## src/store_queue_burst_unit_defines.svh

```systemverilog
// Assertion macros for the store queue burst unit modules.
// Expects clk_i and rst_ni in the scope where a macro is used.
`ifndef STORE_QUEUE_BURST_UNIT_DEFINES_SVH
`define STORE_QUEUE_BURST_UNIT_DEFINES_SVH

// Checks a property on every rising clock edge outside reset.
`define SQBU_ASSERT(lbl, prop, msg) \
  lbl: assert property (@(posedge clk_i) disable iff (!rst_ni) prop) else $error(msg);

// Checks a property on every rising clock edge, reset included.
`define SQBU_ASSERT_ALWAYS(lbl, prop, msg) \
  lbl: assert property (@(posedge clk_i) prop) else $error(msg);

`endif

```

## src/sqbu_pkg.sv

```systemverilog
// Package of the store queue burst unit: widths, codes and the
// controller-to-datapath command and status types. No dependencies.
`timescale 1ns / 1ps

package sqbu_pkg;

  localparam int unsigned WordW    = 32;
  localparam int unsigned ModeW    = 2;
  localparam int unsigned BeatW    = 3;
  localparam int unsigned SlotW    = 4;
  localparam int unsigned MapIdxW  = 6;
  localparam int unsigned MapDepth = 64;
  localparam int unsigned MapW     = 12;
  localparam int unsigned AreaW    = 3;
  localparam int unsigned OffsW    = 21;
  localparam int unsigned CfgIdxW  = 2;
  localparam int unsigned CfgDataW = 3;

  localparam logic [BeatW-1:0] LastBeat = 3'd7;

  localparam logic KindRead = 1'b0;
  localparam logic KindBeat = 1'b1;

  typedef enum logic [ModeW-1:0] {
    MODE_WRITE = 2'd0,
    MODE_READ  = 2'd1,
    MODE_FLUSH = 2'd2,
    MODE_MAP   = 2'd3
  } sqbu_mode_e;

  typedef enum logic [CfgIdxW-1:0] {
    CFG_TRANSLATE = 2'd0,
    CFG_AREA0     = 2'd1,
    CFG_AREA1     = 2'd2
  } sqbu_cfg_e;

  typedef enum logic {
    ST_IDLE  = 1'b0,
    ST_BURST = 1'b1
  } sqbu_state_e;

  typedef struct packed {
    logic             wr_word;
    logic             wr_map;
    logic             flush_start;
    logic             load_read;
    logic             load_beat;
    logic [BeatW-1:0] beat;
  } sqbu_cmd_t;

  typedef struct packed {
    logic out_valid;
  } sqbu_status_t;

endpackage

```

## src/store_queue_burst_unit.sv

```systemverilog
// Top level of the store queue burst unit: joins the controller and the
// datapath. Depends on sqbu_pkg, sqbu_ctrl and sqbu_datapath.
//
//   Channel  Direction  Handshake                Payload
//   in       input      in_valid_i / in_ready_o   mode, address, store_word, map_index,
//                                                 map_upper_bits
//   out      output     out_valid_o / out_ready_i result_kind, word_out, beat_address,
//                                                 last_beat
//   cfg      input      cfg_we_i                  cfg_idx_i, cfg_data_i
//
// Writes, map loads and reads may follow back to back while the output register has room.
// A flush first registers the map lookup, then sends one beat per cycle, while the
// output is not stalled, through the single output register, counted by the beat counter.
// Input is held off during a burst, and any stall on the output stretches it.
// Reset clears the queues, the map valid flags, the config registers and out_valid.
`timescale 1ns / 1ps

module store_queue_burst_unit
  import sqbu_pkg::*;
(
  input  logic                clk_i,
  input  logic                rst_ni,
  input  logic                in_valid_i,
  output logic                in_ready_o,
  input  logic [ModeW-1:0]    mode_i,
  input  logic [WordW-1:0]    address_i,
  input  logic [WordW-1:0]    store_word_i,
  input  logic [MapIdxW-1:0]  map_index_i,
  input  logic [MapW-1:0]     map_upper_bits_i,
  output logic                out_valid_o,
  input  logic                out_ready_i,
  output logic                result_kind_o,
  output logic [WordW-1:0]    word_out_o,
  output logic [WordW-1:0]    beat_address_o,
  output logic                last_beat_o,
  input  logic                cfg_we_i,
  input  logic [CfgIdxW-1:0]  cfg_idx_i,
  input  logic [CfgDataW-1:0] cfg_data_i
);

  sqbu_cmd_t    cmd;
  sqbu_status_t status;

  sqbu_ctrl u_ctrl (
    .clk_i       (clk_i),
    .rst_ni      (rst_ni),
    .in_valid_i  (in_valid_i),
    .in_ready_o  (in_ready_o),
    .mode_i      (mode_i),
    .out_ready_i (out_ready_i),
    .status_i    (status),
    .cmd_o       (cmd)
  );

  sqbu_datapath u_datapath (
    .clk_i            (clk_i),
    .rst_ni           (rst_ni),
    .cmd_i            (cmd),
    .status_o         (status),
    .cfg_we_i         (cfg_we_i),
    .cfg_idx_i        (cfg_idx_i),
    .cfg_data_i       (cfg_data_i),
    .address_i        (address_i),
    .store_word_i     (store_word_i),
    .map_index_i      (map_index_i),
    .map_upper_bits_i (map_upper_bits_i),
    .out_ready_i      (out_ready_i),
    .out_valid_o      (out_valid_o),
    .result_kind_o    (result_kind_o),
    .word_out_o       (word_out_o),
    .beat_address_o   (beat_address_o),
    .last_beat_o      (last_beat_o)
  );

endmodule

```

## src/sqbu_ctrl.sv

```systemverilog
// Controller of the store queue burst unit: accepts items and sequences
// the eight beats of a flush. Depends on sqbu_pkg and store_queue_burst_unit_defines.svh.
`timescale 1ns / 1ps
`include "store_queue_burst_unit_defines.svh"

module sqbu_ctrl
  import sqbu_pkg::*;
(
  input  logic             clk_i,
  input  logic             rst_ni,
  input  logic             in_valid_i,
  output logic             in_ready_o,
  input  logic [ModeW-1:0] mode_i,
  input  logic             out_ready_i,
  input  sqbu_status_t     status_i,
  output sqbu_cmd_t        cmd_o
);

  sqbu_state_e      state_q, state_d;
  logic [BeatW-1:0] beat_q, beat_d;
  logic             out_free;
  logic             accept;

  always_ff @(posedge clk_i or negedge rst_ni) begin
    if (!rst_ni) begin
      state_q <= ST_IDLE;
      beat_q  <= '0;
    end else begin
      state_q <= state_d;
      beat_q  <= beat_d;
    end
  end

  always_comb begin
    out_free   = !status_i.out_valid || out_ready_i;
    state_d    = state_q;
    beat_d     = beat_q;
    in_ready_o = 1'b0;
    accept     = 1'b0;
    cmd_o      = '0;
    cmd_o.beat = beat_q;
    case (state_q)
      ST_IDLE: begin
        in_ready_o = out_free;
        accept     = in_valid_i && out_free;
        if (accept) begin
          case (sqbu_mode_e'(mode_i))
            MODE_WRITE: cmd_o.wr_word = 1'b1;
            MODE_READ:  cmd_o.load_read = 1'b1;
            MODE_FLUSH: begin
              cmd_o.flush_start = 1'b1;
              beat_d            = '0;
              state_d           = ST_BURST;
            end
            MODE_MAP:   cmd_o.wr_map = 1'b1;
            default:    cmd_o.wr_map = 1'b0;
          endcase
        end
      end
      ST_BURST: begin
        if (out_free) begin
          cmd_o.load_beat = 1'b1;
          if (beat_q == LastBeat) begin
            state_d = ST_IDLE;
          end else begin
            beat_d = beat_q + 1'b1;
          end
        end
      end
      default: state_d = ST_IDLE;
    endcase
  end

  `SQBU_ASSERT(a_flush_enters_burst, cmd_o.flush_start |=> (state_q == ST_BURST && beat_q == '0), "flush did not start a burst at beat zero")
  `SQBU_ASSERT(a_last_beat_ends, (cmd_o.load_beat && beat_q == LastBeat) |=> (state_q == ST_IDLE), "burst did not end after the last beat")
  `SQBU_ASSERT(a_load_needs_room, (cmd_o.load_beat || cmd_o.load_read) |-> (!status_i.out_valid || out_ready_i), "output register overwritten while full")

endmodule

```

## src/sqbu_datapath.sv

```systemverilog
// Datapath of the store queue burst unit: queue words, translation map,
// configuration registers, address build and the output register.
// Depends on sqbu_pkg.
`timescale 1ns / 1ps

module sqbu_datapath
  import sqbu_pkg::*;
(
  input  logic                clk_i,
  input  logic                rst_ni,
  input  sqbu_cmd_t           cmd_i,
  output sqbu_status_t        status_o,
  input  logic                cfg_we_i,
  input  logic [CfgIdxW-1:0]  cfg_idx_i,
  input  logic [CfgDataW-1:0] cfg_data_i,
  input  logic [WordW-1:0]    address_i,
  input  logic [WordW-1:0]    store_word_i,
  input  logic [MapIdxW-1:0]  map_index_i,
  input  logic [MapW-1:0]     map_upper_bits_i,
  input  logic                out_ready_i,
  output logic                out_valid_o,
  output logic                result_kind_o,
  output logic [WordW-1:0]    word_out_o,
  output logic [WordW-1:0]    beat_address_o,
  output logic                last_beat_o
);

  logic [WordW-1:0]    queue_q [2**SlotW];
  logic [MapW-1:0]     map_mem [MapDepth];
  logic [MapDepth-1:0] map_vld_q;
  logic [MapW-1:0]     map_rd_q;
  logic                map_rd_vld_q;

  logic                trans_en_q;
  logic [AreaW-1:0]    area0_q, area1_q;
  logic                queue_sel_q;
  logic [OffsW-1:0]    offs_q;

  logic                out_valid_q, out_valid_d;
  logic                kind_q, kind_d;
  logic [WordW-1:0]    word_q, word_d;
  logic [WordW-1:0]    baddr_q, baddr_d;
  logic                last_q, last_d;

  logic [MapW-1:0]     upper;
  logic [AreaW-1:0]    area;
  logic [WordW-1:0]    base;

  always_ff @(posedge clk_i or negedge rst_ni) begin
    if (!rst_ni) begin
      for (int i = 0; i < 2**SlotW; i++) begin
        queue_q[i] <= '0;
      end
    end else if (cmd_i.wr_word) begin
      queue_q[address_i[5:2]] <= store_word_i;
    end
  end

  always_ff @(posedge clk_i) begin
    if (cmd_i.wr_map) begin
      map_mem[map_index_i] <= map_upper_bits_i;
    end
    if (cmd_i.flush_start) begin
      map_rd_q <= map_mem[address_i[25:20]];
    end
  end

  always_ff @(posedge clk_i or negedge rst_ni) begin
    if (!rst_ni) begin
      map_vld_q    <= '0;
      map_rd_vld_q <= 1'b0;
    end else begin
      if (cmd_i.wr_map) begin
        map_vld_q[map_index_i] <= 1'b1;
      end
      if (cmd_i.flush_start) begin
        map_rd_vld_q <= map_vld_q[address_i[25:20]];
      end
    end
  end

  always_ff @(posedge clk_i or negedge rst_ni) begin
    if (!rst_ni) begin
      trans_en_q <= 1'b0;
      area0_q    <= '0;
      area1_q    <= '0;
    end else if (cfg_we_i) begin
      case (sqbu_cfg_e'(cfg_idx_i))
        CFG_TRANSLATE: trans_en_q <= cfg_data_i[0];
        CFG_AREA0:     area0_q    <= cfg_data_i[AreaW-1:0];
        CFG_AREA1:     area1_q    <= cfg_data_i[AreaW-1:0];
        default:       trans_en_q <= trans_en_q;
      endcase
    end
  end

  always_ff @(posedge clk_i) begin
    if (cmd_i.flush_start) begin
      queue_sel_q <= address_i[5];
      offs_q      <= address_i[25:5];
    end
  end

  always_comb begin
    upper = map_rd_vld_q ? map_rd_q : '0;
    area  = queue_sel_q ? area1_q : area0_q;
    if (trans_en_q) begin
      base = {upper, offs_q[14:0], 5'b0};
    end else begin
      base = {3'b0, area, offs_q, 5'b0};
    end
  end

  always_comb begin
    out_valid_d = out_valid_q;
    kind_d      = kind_q;
    word_d      = word_q;
    baddr_d     = baddr_q;
    last_d      = last_q;
    if (cmd_i.load_read) begin
      out_valid_d = 1'b1;
      kind_d      = KindRead;
      word_d      = queue_q[address_i[5:2]];
      baddr_d     = '0;
      last_d      = 1'b1;
    end else if (cmd_i.load_beat) begin
      out_valid_d = 1'b1;
      kind_d      = KindBeat;
      word_d      = queue_q[{queue_sel_q, cmd_i.beat}];
      baddr_d     = {base[WordW-1:5], cmd_i.beat, 2'b0};
      last_d      = (cmd_i.beat == LastBeat);
    end else if (out_ready_i) begin
      out_valid_d = 1'b0;
    end
  end

  always_ff @(posedge clk_i or negedge rst_ni) begin
    if (!rst_ni) begin
      out_valid_q <= 1'b0;
    end else begin
      out_valid_q <= out_valid_d;
    end
  end

  always_ff @(posedge clk_i) begin
    kind_q  <= kind_d;
    word_q  <= word_d;
    baddr_q <= baddr_d;
    last_q  <= last_d;
  end

  assign status_o.out_valid = out_valid_q;
  assign out_valid_o        = out_valid_q;
  assign result_kind_o      = kind_q;
  assign word_out_o         = word_q;
  assign beat_address_o     = baddr_q;
  assign last_beat_o        = last_q;

endmodule

```

## config.mk

```make
export PLATFORM = sky130hd
export DESIGN_NAME = store_queue_burst_unit
export DESIGN_NICKNAME = d
export VERILOG_FILES = /design/src/sqbu_pkg.sv /design/src/store_queue_burst_unit.sv /design/src/sqbu_ctrl.sv /design/src/sqbu_datapath.sv
export VERILOG_INCLUDE_DIRS = /design/src /design/src/src
export SDC_FILE = /design/constraint.sdc
export NUM_CORES = 2
export LEC_CHECK = 0
export CAP_MARGIN = 30
export CORE_ASPECT_RATIO = 1.4
export CORE_UTILIZATION = 60
export CTS_BUF_LIST = sky130_fd_sc_hd__clkbuf_8
export CTS_CLUSTER_DIAMETER = 40
export CTS_CLUSTER_SIZE = 20
export DETAILED_ROUTE_END_ITERATION = 10
export DONT_BUFFER_PORTS = 1
export HOLD_SLACK_MARGIN = 0.12
export MAX_ROUTING_LAYER = met4
export PLACE_DENSITY = 0.74
export SETUP_SLACK_MARGIN = 0.05
export SLEW_MARGIN = 10
export SYNTH_ARGS = -nofsm -noshare
export SYNTH_HDL_FRONTEND = slang
export SYNTH_SLANG_ARGS = --single-unit
```

## constraint.sdc

```tcl
create_clock -name clk_i -period 2.9 [get_ports clk_i]
set_input_delay 0.58 -clock clk_i [delete_from_list [all_inputs] [get_ports clk_i]]
set_output_delay 0.58 -clock clk_i [all_outputs]
set_load 0.01 [all_outputs]
```

==> key figures <==
GRT
  – GRT Util Overall: 30.4%
  – Vias in the first global route: 35000
  – Largest net degree at the start of global routing: 590
  – First-pass GRT wire length: 225000 um
  – Gr ovfl total: 0
  – Initial antenna violation count: 8

Floorplan
  – Chip height: 385 um
  – Die area: 106000 um2
  – CORE AREA: 104000 um2
  – Ports: ~160
  – Initial Util: 60.5%
  – Num rows: 140
  – Die Span X: 276 um

Logic synthesis
  – Yosys cell types: 49
  – Ys async rst share: 40.5%
  – Synth Instances: 3243
  – Top_reg_cell synth: edfxtp_1
  – Top cell type by total area after synthesis: edfxtp_1
  – Synth Register Bits: 1454
  – Mapped cell area: 62900 um2
  – Number of synthesized flops with an enable pin: roughly 830
  – Post-synth top area share: 39.8%
  – YS warnings: 0
  – Top cells by area, synth: edfxtp_1, dfrtp_1, mux4_2
  – Post-synthesis sequential area ratio: 64.2%
  – Syn avg cell area: 19.4 um2

STA
  – Tightest hold margin: -150 ps
  – Final WS setup: 192 ps
  – Rel. slew slack: 24.9%
  – Final hold violation count: 65
  – Min Tclk post-route: about 2700 ps
  – Period utilisation layout: 93.4%
  – RSZ-0062 raised after global routing: false
  – Total negative slack: 0 ps
  – Final Slew Violations: 0
  – Final setup vio count: 0
  – Slew @ Worst Pin: 1130 ps
  – Fin Clk Skew: just under 50 ps
  – Max Fclk: between 0.3 and 0.4 GHz

Finish
  – Finished Core Util: 67.0%
  – Most common cell after layout, fill and taps aside: edfxtp_1
  – Most frequent cells in the layout: edfxtp_1, dfrtp_1, mux4_2, mux2_2, clkbuf_8
  – Footprint of the multi-input gates: 21400 um2
  – Fin cells: a little under 5000
  – FF/Latch Area: 40400 um2
  – Final Instance Area: 69700 um2
  – Area grow syn2layout: 10.9%
  – Share of layout cells above drive strength 1: 43.7%
  – Final net count: 3484
  – Fill cells: 6681

Placement
  – Placer Congestion: 0.833
  – Port Buf Inserts: 0
  – Hpwl dp: 87900 um
  – Pre-CTS setup slack: 202 ps
  – Dpl cell area: about 65000 um2
  – Placed cell count: 4482

Critical path
  – CP arrival: 3470 ps
  – Critical path class: flop to flop
  – Startpoint types: flop
  – Highest net fanout along the worst path: 7
  – CP endpoint kind: flop
  – Worst path required time: 3660 ps

Detailed routing
  – ANT nets after route: 0
  – DR vias/cell: 6.70
  – Met2 WL: 80200 um
  – Met3 wire length: around 9600 um
  – # DRC: 0
  – Total Routed Length: 151000 um
  – Drt pass-1 iters: 5
  – Top sig layer: met4
  – DRT iter0 DRCs: 2931
  – Routed len/inst: between 30 and 40 um
  – Met1 wire length: 56300 um
  – Via count: 32600

Power
  – Leak: 26.5 nW
  – Int Power: 33.6 mW
  – Seq pwr share: between 50 and 60%
  – Power Dens Cells: 653 nW/um2
  – Maximum VDD drop: roughly 0.58 mV
  – Sw Share: 26.2%
  – Psw: 12.0 mW
  – Clock power share: 31.0%
  – Total Power: between 40 and 50 mW
  – Logic pwr share: 14.5%

Clock network
  – Htree depth: 4
  – CTS Sinks: 1454
  – CTS buffer count: 138
  – CTS tree: done
  – Insertion delay to the later sink of the worst-skew pair: 880 ps
  – Max clock buf depth: 3
  – Clock Root Buffer: clkbuf_8
  – CTS clk-pin slew, worst paths: 90 ps

Status
  – Failing checks: hold timing
  – Status: finished, violations left

Flow run
  – Maxcap violations: 0

Hold path
  – HP Class: primary input to async pin
worst paths after layout:
path,slack [ps],from,cells past startpoint,end
hold / removal,-150,rst_ni,2,u_datapath.queue_q[392]$_DFFE_PN0P_
setup / recovery,190,u_datapath.out_valid_o$_DFFE_PN0P_,9,u_datapath.queue_q[464]$_DFFE_PN0P_
max in group asynchronous,680,rst_ni,4,u_datapath.queue_q[344]$_DFFE_PN0P_
setup reg to reg,190,u_datapath.out_valid_o$_DFFE_PN0P_,9,u_datapath.queue_q[464]$_DFFE_PN0P_
hold reg to reg,480,u_datapath.map_vld_q[62]$_DFFE_PN0N_,1,u_datapath.map_vld_q[62]$_DFFE_PN0N_
min in group clk_i,200,address_i[5],2,u_datapath.word_out_o[29]$_DFFE_PP_
state kept, by name (all words and copies together), names as in the netlist, 12 cells and up:
register and count:
u_datapath.beat_address_o 30, u_datapath.map_mem 768, u_datapath.map_rd_q 12, u_datapath.map_vld_q 64
u_datapath.offs_q 21, u_datapath.queue_q 512, u_datapath.word_out_o 32
metal layers:
layer	GRT usage [%]	vias up
met5	-	-
met4	11.6	0
met3	5.55	326
li1	-	13400
met1	37.0	17600
met2	50.8	1252
synthesized netlist by cell type, types with 2 or more instances:
| library cell | count |
|---|---|
| a211oi_1 | 5 |
| a21oi_1 | 30 |
| a221oi_1 | 6 |
| a22oi_1 | 16 |
| and2_1 | 3 |
| and3_1 | 2 |
| and4_1 | 2 |
| buf_1 | 41 |
| buf_2 | 89 |
| buf_4 | 7 |
| buf_6 | 8 |
| clkbuf_1 | 115 |
| dfrtp_1 | 589 |
| dfxtp_1 | 32 |
| edfxtp_1 | 833 |
| ha_1 | 2 |
| inv_1 | 2 |
| mux2_1 | 30 |
| mux2_2 | 522 |
| mux2i_1 | 24 |
| mux4_2 | 569 |
| nand2_1 | 88 |
| nand2b_1 | 6 |
| nand3_1 | 10 |
| nand3b_1 | 8 |
| nor2_1 | 87 |
| nor2_2 | 3 |
| nor2b_1 | 15 |
| nor3_1 | 9 |
| o21ai_0 | 8 |
| o21bai_1 | 64 |
what timing repair did:
item | CTS | global route
setup endpoints to repair | 0 | 1
endpoints found under the hold margin | 1996 | 246
hold buffers | 102 | 4
buffers inserted | 0 | 5
gates resized for setup | 0 | 2
final cells by class:
type,instances,share of cell area [%]
sequential,1454,57.9
multi-input combinational,1528,30.7
timing repair buffer,264,4.23
clock buffer,153,3.02
tap,1349,2.42
clock inverter,104,1.65
antenna,10,0.0359
inverter,2,0.0108
critical path: stages (launching register included):
cell and delay, ps:
dfrtp_1 430, nor2b_1 190, nor4_2 260, buf_4 190, nand3b_1 80, buf_4 180
nor3_4 210, clkbuf_16 190, mux2_1 320, dlygate4sd3_1 560
power groups by stage:
stage               combinational [mW]  sequential, mW  clock, mW
floorplan                         4.94            24.5          0
finish                            6.60            24.8       14.1
global placement                  5.81            25.1          0
detailed placement                5.95            25.3          0
CTS                               6.45            24.8       14.4
global route                      7.01            25.0       15.2
kinds of logic after synthesis:
logic type / Yosys count / share of synthesized area (%)
flops: 1454 / 64.2
mux: 1145 / 30.6
compound gates: 135 / 1.47
other cells: 1 / 0.00596
fa+ha+maj: 2 / 0.0398
buf+inv: 262 / 1.88
simple gates: 244 / 1.75
Power figures use the tool's default switching activity.
